### src/rtl/rfbd_pkg.sv
// Package for the ring FIFO with burst drain: sizes, codes and shared types.
// No dependencies; every other file of the block but rfbd_ram imports it.
package rfbd_pkg;

    localparam int DEPTH      = 16;
    localparam int DATA_WIDTH = 32;
    localparam int PTR_W      = $clog2(DEPTH);
    localparam int CNT_W      = $clog2(DEPTH + 1);

    // fixed widths of the request and response fields
    localparam int ELEM_W  = 32;
    localparam int LIMIT_W = 8;
    localparam int OCNT_W  = 5;

    typedef enum logic {
        OP_OFFER = 1'b0,
        OP_DRAIN = 1'b1
    } t_op;

    typedef enum logic [1:0] {
        STAT_ACCEPT = 2'd0,
        STAT_FULL   = 2'd1,
        STAT_ZERO   = 2'd2,
        STAT_DRAIN  = 2'd3
    } t_status;

    typedef enum logic {
        ST_IDLE,
        ST_EMIT
    } t_state;

    // port of the slot memory as driven by the controller
    typedef struct packed {
        logic                  we;
        logic [PTR_W-1:0]      waddr;
        logic [DATA_WIDTH-1:0] wdata;
        logic                  re;
        logic [PTR_W-1:0]      raddr;
    } t_ram_req;

endpackage

### src/rtl/rfbd_if.sv
// Request and response channel interfaces (valid/ready) of the ring FIFO.
// Depends on rfbd_pkg.
interface rfbd_req_if;
    import rfbd_pkg::*;

    logic               valid;
    logic               ready;
    t_op                op;
    logic [ELEM_W-1:0]  element;
    logic [LIMIT_W-1:0] limit;

    modport source (output valid, output op, output element, output limit, input ready);
    modport sink   (input valid, input op, input element, input limit, output ready);
endinterface

interface rfbd_rsp_if;
    import rfbd_pkg::*;

    logic              valid;
    logic              ready;
    t_status           status;
    logic              has_element;
    logic [ELEM_W-1:0] popped_word;
    logic              last;
    logic [OCNT_W-1:0] drained_count;
    logic [OCNT_W-1:0] occupancy;

    modport source (output valid, output status, output has_element, output popped_word,
                    output last, output drained_count, output occupancy, input ready);
    modport sink   (input valid, input status, input has_element, input popped_word,
                    input last, input drained_count, input occupancy, output ready);
endinterface

### src/rtl/rfbd_ram.sv
// Generic simple dual-port RAM: one write port, one read port, registered read data.
// No dependencies.
module rfbd_ram #(
    parameter int WIDTH  = 32,
    parameter int DEPTH  = 16,
    parameter int ADDR_W = $clog2(DEPTH)
) (
    input  logic              i_clk,
    input  logic              i_we,
    input  logic [ADDR_W-1:0] i_waddr,
    input  logic [WIDTH-1:0]  i_wdata,
    input  logic              i_re,
    input  logic [ADDR_W-1:0] i_raddr,
    output logic [WIDTH-1:0]  o_rdata
);
    logic [WIDTH-1:0] mem [DEPTH];
    logic [WIDTH-1:0] r_rdata;

    always_ff @(posedge i_clk) begin
        if (i_we) begin
            mem[i_waddr] <= i_wdata;
        end
    end

    always_ff @(posedge i_clk) begin
        if (i_re) begin
            r_rdata <= mem[i_raddr];
        end
    end

    assign o_rdata = r_rdata;
endmodule

### src/rtl/rfbd_ctrl.sv
// Controller of the ring FIFO: pointers, fill count, drain sequencer and response register.
// Depends on rfbd_pkg and the channel interfaces; drives the slot memory.
module rfbd_ctrl (
    input  logic                          i_clk,
    input  logic                          i_rst_n,
    rfbd_req_if.sink                      i_req,
    rfbd_rsp_if.source                    o_rsp,
    output rfbd_pkg::t_ram_req            o_ram,
    input  logic [rfbd_pkg::DATA_WIDTH-1:0] i_rdata
);
    import rfbd_pkg::*;

    localparam int CMP_W = (CNT_W > LIMIT_W) ? CNT_W : LIMIT_W;

    t_state           r_state, n_state;
    logic [PTR_W-1:0] r_wr_pos, n_wr_pos;
    logic [PTR_W-1:0] r_rd_pos, n_rd_pos;
    logic [CNT_W-1:0] r_fill, n_fill;
    logic [CNT_W-1:0] r_left, n_left;
    logic [CNT_W-1:0] r_done, n_done;
    logic             r_out_valid, n_out_valid;

    t_status           r_status, n_status;
    logic              r_has, n_has;
    logic [ELEM_W-1:0] r_word, n_word;
    logic              r_last, n_last;
    logic [OCNT_W-1:0] r_dcnt, n_dcnt;
    logic [OCNT_W-1:0] r_occ, n_occ;

    logic                  out_free;
    logic                  load;
    logic                  accept;
    logic [DATA_WIDTH-1:0] in_word;
    logic [CNT_W-1:0]      take;

    assign out_free = !r_out_valid || o_rsp.ready;
    assign i_req.ready = (r_state == ST_IDLE) && out_free;
    assign accept = i_req.valid && i_req.ready;
    assign in_word = i_req.element[DATA_WIDTH-1:0];
    assign take = (CMP_W'(i_req.limit) < CMP_W'(r_fill)) ? CNT_W'(i_req.limit) : r_fill;

    always_comb begin
        n_state  = r_state;
        n_wr_pos = r_wr_pos;
        n_rd_pos = r_rd_pos;
        n_fill   = r_fill;
        n_left   = r_left;
        n_done   = r_done;
        n_status = r_status;
        n_has    = r_has;
        n_word   = r_word;
        n_last   = r_last;
        n_dcnt   = r_dcnt;
        n_occ    = r_occ;
        load     = 1'b0;
        o_ram.we    = 1'b0;
        o_ram.waddr = r_wr_pos;
        o_ram.wdata = in_word;
        o_ram.re    = 1'b0;
        o_ram.raddr = r_rd_pos;

        case (r_state)
            ST_IDLE: begin
                if (accept) begin
                    if (i_req.op == OP_OFFER) begin
                        load   = 1'b1;
                        n_has  = 1'b0;
                        n_word = '0;
                        n_last = 1'b1;
                        n_dcnt = '0;
                        n_occ  = OCNT_W'(r_fill);
                        if (in_word == '0) begin
                            n_status = STAT_ZERO;
                        end else if (r_fill == CNT_W'(DEPTH)) begin
                            n_status = STAT_FULL;
                        end else begin
                            n_status = STAT_ACCEPT;
                            o_ram.we = 1'b1;
                            n_wr_pos = r_wr_pos + 1'b1;
                            n_fill   = r_fill + 1'b1;
                            n_occ    = OCNT_W'(r_fill + 1'b1);
                        end
                    end else if (take == '0) begin
                        // nothing to pop: one empty drain response
                        load     = 1'b1;
                        n_status = STAT_DRAIN;
                        n_has    = 1'b0;
                        n_word   = '0;
                        n_last   = 1'b1;
                        n_dcnt   = '0;
                        n_occ    = OCNT_W'(r_fill);
                    end else begin
                        o_ram.re = 1'b1;
                        n_rd_pos = r_rd_pos + 1'b1;
                        n_left   = take;
                        n_done   = '0;
                        n_state  = ST_EMIT;
                    end
                end
            end
            ST_EMIT: begin
                // read data of the head word is valid here
                if (out_free) begin
                    load     = 1'b1;
                    n_status = STAT_DRAIN;
                    n_has    = 1'b1;
                    n_word   = ELEM_W'(i_rdata);
                    n_last   = (r_left == CNT_W'(1));
                    n_dcnt   = OCNT_W'(r_done + 1'b1);
                    n_occ    = OCNT_W'(r_fill - 1'b1);
                    n_fill   = r_fill - 1'b1;
                    n_done   = r_done + 1'b1;
                    n_left   = r_left - 1'b1;
                    if (r_left == CNT_W'(1)) begin
                        n_state = ST_IDLE;
                    end else begin
                        o_ram.re = 1'b1;
                        n_rd_pos = r_rd_pos + 1'b1;
                    end
                end
            end
            default: begin
                n_state = ST_IDLE;
            end
        endcase

        if (load) begin
            n_out_valid = 1'b1;
        end else if (o_rsp.ready) begin
            n_out_valid = 1'b0;
        end else begin
            n_out_valid = r_out_valid;
        end
    end

    always_ff @(posedge i_clk) begin
        if (!i_rst_n) begin
            r_state     <= ST_IDLE;
            r_wr_pos    <= '0;
            r_rd_pos    <= '0;
            r_fill      <= '0;
            r_left      <= '0;
            r_done      <= '0;
            r_out_valid <= 1'b0;
        end else begin
            r_state     <= n_state;
            r_wr_pos    <= n_wr_pos;
            r_rd_pos    <= n_rd_pos;
            r_fill      <= n_fill;
            r_left      <= n_left;
            r_done      <= n_done;
            r_out_valid <= n_out_valid;
        end
    end

    always_ff @(posedge i_clk) begin
        r_status <= n_status;
        r_has    <= n_has;
        r_word   <= n_word;
        r_last   <= n_last;
        r_dcnt   <= n_dcnt;
        r_occ    <= n_occ;
    end

    assign o_rsp.valid         = r_out_valid;
    assign o_rsp.status        = r_status;
    assign o_rsp.has_element   = r_has;
    assign o_rsp.popped_word   = r_word;
    assign o_rsp.last          = r_last;
    assign o_rsp.drained_count = r_dcnt;
    assign o_rsp.occupancy     = r_occ;
endmodule

### src/rtl/ring_fifo_with_burst_drain_core.sv
// Top level of the ring FIFO with burst drain.
// Depends on rfbd_pkg, rfbd_if, rfbd_ram and rfbd_ctrl.
//
// A 16-entry ring FIFO of 32-bit words with a valid/ready request channel and
// a valid/ready response channel. An offer request (op 0) stores a nonzero word
// and returns one response: accepted, full, or zero-word rejected (zero is
// refused even when full). A drain request (op 1) pops min(limit, occupancy)
// words oldest first, one response per word with last on the final one and a
// running drained_count; when nothing can be popped it returns one empty drain
// response. Every response carries the occupancy left after it. A drain first
// launches the read of the head word from the slot memory, which registers its
// read data, and then emits one word per cycle while the response side keeps
// ready high. A new request is taken only when the drain sequencer is idle and
// the response register is empty or being emptied in the same cycle. Slots are
// not cleared at reset: a slot is only read after it has been written. No
// clearing pass is needed after reset.
module ring_fifo_with_burst_drain_core (
    input  logic        i_clk,
    input  logic        i_rst_n,
    rfbd_req_if.sink    i_req,
    rfbd_rsp_if.source  o_rsp
);
    import rfbd_pkg::*;

    t_ram_req              ram_req;
    logic [DATA_WIDTH-1:0] ram_rdata;

    // sequencer: pointers, fill count and response register
    rfbd_ctrl u_ctrl (
        .i_clk   (i_clk),
        .i_rst_n (i_rst_n),
        .i_req   (i_req),
        .o_rsp   (o_rsp),
        .o_ram   (ram_req),
        .i_rdata (ram_rdata)
    );

    // slot storage
    rfbd_ram #(
        .WIDTH (DATA_WIDTH),
        .DEPTH (DEPTH)
    ) u_slots (
        .i_clk   (i_clk),
        .i_we    (ram_req.we),
        .i_waddr (ram_req.waddr),
        .i_wdata (ram_req.wdata),
        .i_re    (ram_req.re),
        .i_raddr (ram_req.raddr),
        .o_rdata (ram_rdata)
    );
endmodule

### src/flat_wrapper.sv
// flat-port wrapper written by rule: the top's interface ports become plain ports
module ring_fifo_with_burst_drain_core_flat import rfbd_pkg::*;
  (i_clk, i_rst_n, i_req_valid, i_req_op, i_req_element, i_req_limit, i_req_ready, o_rsp_valid, o_rsp_status, o_rsp_has_element, o_rsp_popped_word, o_rsp_last, o_rsp_drained_count, o_rsp_occupancy, o_rsp_ready);
  rfbd_req_if i_req_i ();
  rfbd_rsp_if o_rsp_i ();
  input  logic i_clk;
  input  logic i_rst_n;
  input wire logic [$bits(i_req_i.valid)-1:0] i_req_valid;
  input wire logic [$bits(i_req_i.op)-1:0] i_req_op;
  input wire logic [$bits(i_req_i.element)-1:0] i_req_element;
  input wire logic [$bits(i_req_i.limit)-1:0] i_req_limit;
  output wire logic [$bits(i_req_i.ready)-1:0] i_req_ready;
  output wire logic [$bits(o_rsp_i.valid)-1:0] o_rsp_valid;
  output wire logic [$bits(o_rsp_i.status)-1:0] o_rsp_status;
  output wire logic [$bits(o_rsp_i.has_element)-1:0] o_rsp_has_element;
  output wire logic [$bits(o_rsp_i.popped_word)-1:0] o_rsp_popped_word;
  output wire logic [$bits(o_rsp_i.last)-1:0] o_rsp_last;
  output wire logic [$bits(o_rsp_i.drained_count)-1:0] o_rsp_drained_count;
  output wire logic [$bits(o_rsp_i.occupancy)-1:0] o_rsp_occupancy;
  input wire logic [$bits(o_rsp_i.ready)-1:0] o_rsp_ready;
  assign i_req_i.valid = i_req_valid;
  assign i_req_i.op = i_req_op;
  assign i_req_i.element = i_req_element;
  assign i_req_i.limit = i_req_limit;
  assign i_req_ready = i_req_i.ready;
  assign o_rsp_valid = o_rsp_i.valid;
  assign o_rsp_status = o_rsp_i.status;
  assign o_rsp_has_element = o_rsp_i.has_element;
  assign o_rsp_popped_word = o_rsp_i.popped_word;
  assign o_rsp_last = o_rsp_i.last;
  assign o_rsp_drained_count = o_rsp_i.drained_count;
  assign o_rsp_occupancy = o_rsp_i.occupancy;
  assign o_rsp_i.ready = o_rsp_ready;
  ring_fifo_with_burst_drain_core u_core (.i_clk(i_clk), .i_rst_n(i_rst_n), .i_req(i_req_i), .o_rsp(o_rsp_i));
endmodule
### config.mk
export PLATFORM = sky130hd
export DESIGN_NAME = ring_fifo_with_burst_drain_core_flat
export DESIGN_NICKNAME = d
export VERILOG_FILES = /design/src/rtl/rfbd_pkg.sv /design/src/rtl/rfbd_if.sv /design/src/rtl/rfbd_ram.sv /design/src/rtl/rfbd_ctrl.sv /design/src/rtl/ring_fifo_with_burst_drain_core.sv /design/src/flat_wrapper.sv
export SDC_FILE = /design/constraint.sdc
export NUM_CORES = 1
export LEC_CHECK = 0
export BUFFER_PORTS_ARGS = -buffer_cell sky130_fd_sc_hd__buf_4
export CAP_MARGIN = 20
export CELL_PAD_IN_SITES_DETAIL_PLACEMENT = 0
export CELL_PAD_IN_SITES_GLOBAL_PLACEMENT = 1
export CORE_MARGIN = 5
export CORE_UTILIZATION = 40
export CTS_CLUSTER_DIAMETER = 40
export DETAILED_ROUTE_END_ITERATION = 16
export GPL_TIMING_DRIVEN = 0
export PLACE_DENSITY_LB_ADDON = 0.1
export SLEW_MARGIN = 20
export SYNTH_ARGS = -nofsm -noshare
export SYNTH_HDL_FRONTEND = slang
export SYNTH_SLANG_ARGS = --single-unit
### constraint.sdc
create_clock -name i_clk -period 11.7 [get_ports i_clk]
set_clock_uncertainty 0.1 [all_clocks]
set_input_delay 2.925 -clock i_clk [delete_from_list [all_inputs] [get_ports i_clk]]
set_output_delay 2.925 -clock i_clk [all_outputs]
set_load 0.02 [all_outputs]
==> flow_metrics.env <==
export IMPL_status="complete, no violations"
export IMPL_timing_critical_path_from="o_rsp_ready"
export IMPL_synth_fa_ha_area_frac=0.00738
export IMPL_synth_top_family_by_area="multiplexers"
export IMPL_hold_violations=0
export IMPL_cts_sinks=615
export IMPL_ys_ff_latch=615
export IMPL_synthTopCellsByArea="edfxtp_1, mux4_2, dfxtp_1, and2_1, ha_1"
export IMPL_fin_nets=1382
export IMPL_async_flop_share=0
export IMPL_yosys_cell_types_count=54
export IMPL_synthCells=1088
export IMPL_routed_via_count=11700
export IMPL_final_cell_mix="edfxtp_1, mux4_2, buf_4"
export IMPL_p_per_area_nw_per_um2=203
export IMPL_ff2ff_setup_slack_ns=7.75
export IMPL_die_area_um2=64300
export IMPL_rows=89
export IMPL_clock_latency_ns=0.63
export IMPL_cts_tree="yes"
export IMPL_post_route_util=0.504
export IMPL_crit_path_frequent_cell="buf_4"
export IMPL_worstHoldStart="u_core.u_ctrl.r_state"
export IMPL_antenna_found_initial=2
export IMPL_critical_path_class="in2out"
export IMPL_slew_headroom=0.279
export IMPL_cts_root_buf="clkbuf_16"
export IMPL_cp_required_ns=8.68
export IMPL_synth_compound_area_frac=0.0191
export IMPL_synth_area_per_cell_um2=21.8
export IMPL_core_um2=58900
export IMPL_syn_num_nets=1147
export IMPL_worst_slew_pin_slew_ns=1.08
export IMPL_post_route_min_period_ns=6.79
export IMPL_rr_startpoint="u_core.u_ctrl.r_fill[1]"
export IMPL_cp_slowest_stage_delay_ns=0.41
export IMPL_p_switching_mw=1.39
export IMPL_layout_commonest_cell="edfxtp_1"
export IMPL_netlist_area_um2=23700
export IMPL_start_kind="primary input"
export IMPL_stdcell_area_um2=29700
export IMPL_cts_buffers=94
export IMPL_hold_class="reg2reg"
export IMPL_io_pins=93
export IMPL_whs_ns=0.340
export IMPL_grt_max_degree=28
export IMPL_ir_worst_vdd_mv=0.138
export IMPL_cp_endpoint="i_req_ready"
export IMPL_num_antenna_cells=0
export IMPL_internal_power_mw=4.65
export IMPL_grt_pass1_wl_mm=85.2
export IMPL_total_power_mw=6.04
export IMPL_yosysSeqAreaShare=0.767
export IMPL_ant_nets=0
export IMPL_slew_violations=0
export IMPL_final_layout_size_suffix_gt1_frac=0.357
export IMPL_synth_simple_area_share=0.0338
export IMPL_end_kind="output port"
export IMPL_crit_chain="buf_4, nor2b_1, nor2_1, buf_4"
export IMPL_gr_usage_all_layers=0.183
export IMPL_globalplace_congestion=0.789
export IMPL_syn_to_final_growth_pct=25.1
export IMPL_first_global_vias=12400
export IMPL_die_x_um=254
export IMPL_netlist_area_leader_share=0.746
export IMPL_p_seq_frac=0.421
export IMPL_worst_path_max_fanout=5
export IMPL_synth_edf_count=590
export IMPL_viasPerCell=5.39
export IMPL_grt_setup_unrepaired="false"
export IMPL_p_comb_frac=0.097
export IMPL_postCtsSetupBuffers=0
export IMPL_post_dp_cell_area_um2=26400
export IMPL_dpl_hpwl_mm=38.1
export IMPL_r2r_end="u_core.u_slots.mem[2][16]"
export IMPL_start_util=0.403
export IMPL_first_pass_iters=5
export IMPL_slowest_stage="nor2b_1"
export IMPL_hold_buffers=0
export IMPL_power_leakage_nw=9.62
export IMPL_cts_clk_slew_worst_paths_ns=0.05
export IMPL_arrival_ns=3.76
export IMPL_synth_mux_area_frac=0.157
export IMPL_wirelength_mm=58.6
export IMPL_synth_flop_cell="edfxtp_1"
export IMPL_portBuffers=92
export IMPL_p_clk_frac=0.482
export IMPL_avgRoutedWirePerCell_um=26.9
export IMPL_period_share=0.580
export IMPL_drv_cap=0
export IMPL_cts_resized=0
export IMPL_yosys_area_share_xor_xnor=0.00443
export IMPL_yosys_area_top_type="edfxtp_1"
export IMPL_die_y_um=254
export IMPL_yosys_warnings=0
export IMPL_drt_iter0_drc=755
export IMPL_drc=0
export IMPL_setup_violations=0
export IMPL_fmax_ghz=0.147
export IMPL_reg2reg_depth=10
export IMPL_worstHoldPathCells=0
export IMPL_fin_setup_tns_ns=0
export IMPL_p_sw_frac=0.230
export IMPL_gr_total_overflow=0
export IMPL_cts_path_max_buffers=3
export IMPL_htreeDepth=3
==> registers in the layout, indices dropped and copies added, names as in the netlist <==
register and flops:
u_core.u_ctrl.r_fill 5, u_core.u_ctrl.r_rd_pos 4, u_core.u_ctrl.o_rsp.has_element 1, u_core.u_ctrl.o_rsp.valid 1, u_core.u_slots.mem 512, u_core.u_ctrl.r_state 1, u_core.u_ctrl.r_left 5, u_core.u_ctrl.o_rsp.last 1
u_core.u_ctrl.r_done 5, u_core.u_slots.o_rdata 32, u_core.u_ctrl.r_wr_pos 4, u_core.u_ctrl.o_rsp.drained_count 5, u_core.u_ctrl.o_rsp.status 2, u_core.u_ctrl.o_rsp.popped_word 32, u_core.u_ctrl.o_rsp.occupancy 5
==> routing by layer <==
layer | global-route usage | vias to the layer above | routed length, µm
li1 | - | 5045 | -
met1 | 0.256 | 6331 | 25900
met2 | 0.304 | 274 | 29200
met3 | 0.0319 | 73 | 2650
met4 | 0.0475 | 0 | 900
met5 | 0 | - | 0
==> power groups by stage <==
stage / logic (mW) / clock network [mW] / registers (mW)
2_1_floorplan: 0.310 / 0 / 2.63
5_1_grt: 0.634 / 3.08 / 2.55
3_3_place_gp: 0.575 / 0 / 2.60
3_5_place_dp: 0.604 / 0 / 2.59
6_report: 0.585 / 2.92 / 2.54
4_1_cts: 0.605 / 2.98 / 2.54
==> worst min path at each step <==
stage	endpoint	slack (ns)
floorplan	u_core.u_ctrl.o_rsp.has_element	0.31
global placement	u_core.u_ctrl.o_rsp.has_element	0.33
detailed placement	u_core.u_ctrl.o_rsp.has_element	0.33
CTS	u_core.u_ctrl.o_rsp.has_element	0.35
global route	u_core.u_ctrl.o_rsp.has_element	0.37
finish	u_core.u_ctrl.o_rsp.has_element	0.34
==> synthesized netlist by cell type (all sizes together) (2+ instances only) <==
cell type	count
edfxtp	590
nor4	10
nor3	12
ha	14
nor2b	7
dfxtp	25
or4	2
mux2i	9
a211oi	2
o2111ai	3
nand2b	7
o211a	3
o41ai	3
o21a	3
nand4	4
nand2	30
buf	18
nand3	7
and2	42
o31ai	2
mux4	160
a31oi	3
a21oi	8
nor3b	2
xor2	3
o21ai	16
xnor2	9
nor2	23
inv	11
mux2	2
clkbuf	36
a21boi	4
o211ai	4
o311a	2
and3	3
==> worst max-delay path, delay by kind of cell <==
| family | cells | cell delay (ns) |
|---|---|---|
| buf+inv | 2 | 0.30 |
| simple gates | 2 | 0.53 |
==> per-stage QoR <==
| stage | setup WS (ns) | cells |
|---|---|---|
| finish | 4.91 | 2176 |
| global route | 4.86 | 2176 |
| CTS | 4.89 | 2176 |
| detailed placement | 4.89 | 2000 |
| global placement | 0.808 | 1953 |
| floorplan | 4.97 | 1088 |
==> cell families after synthesis <==
kind of cell	after synthesis
xor+xnor	12
mux	171
fa+ha+maj	14
compound gates	59
buf+inv	65
simple gates	152
flops	615
==> area by class of cell <==
type                    instances  area [µm²]
fillers                      4782       29200
well taps                     773         967
plain buffers                  54         233
clock buffers                 104        2430
flip-flops and latches        615       18200
multi-input cells             408        5380
clock inverters                72         905
inverters                      11        41.3
repair buffers                139        1520
Power figures use the tool's default switching activity.
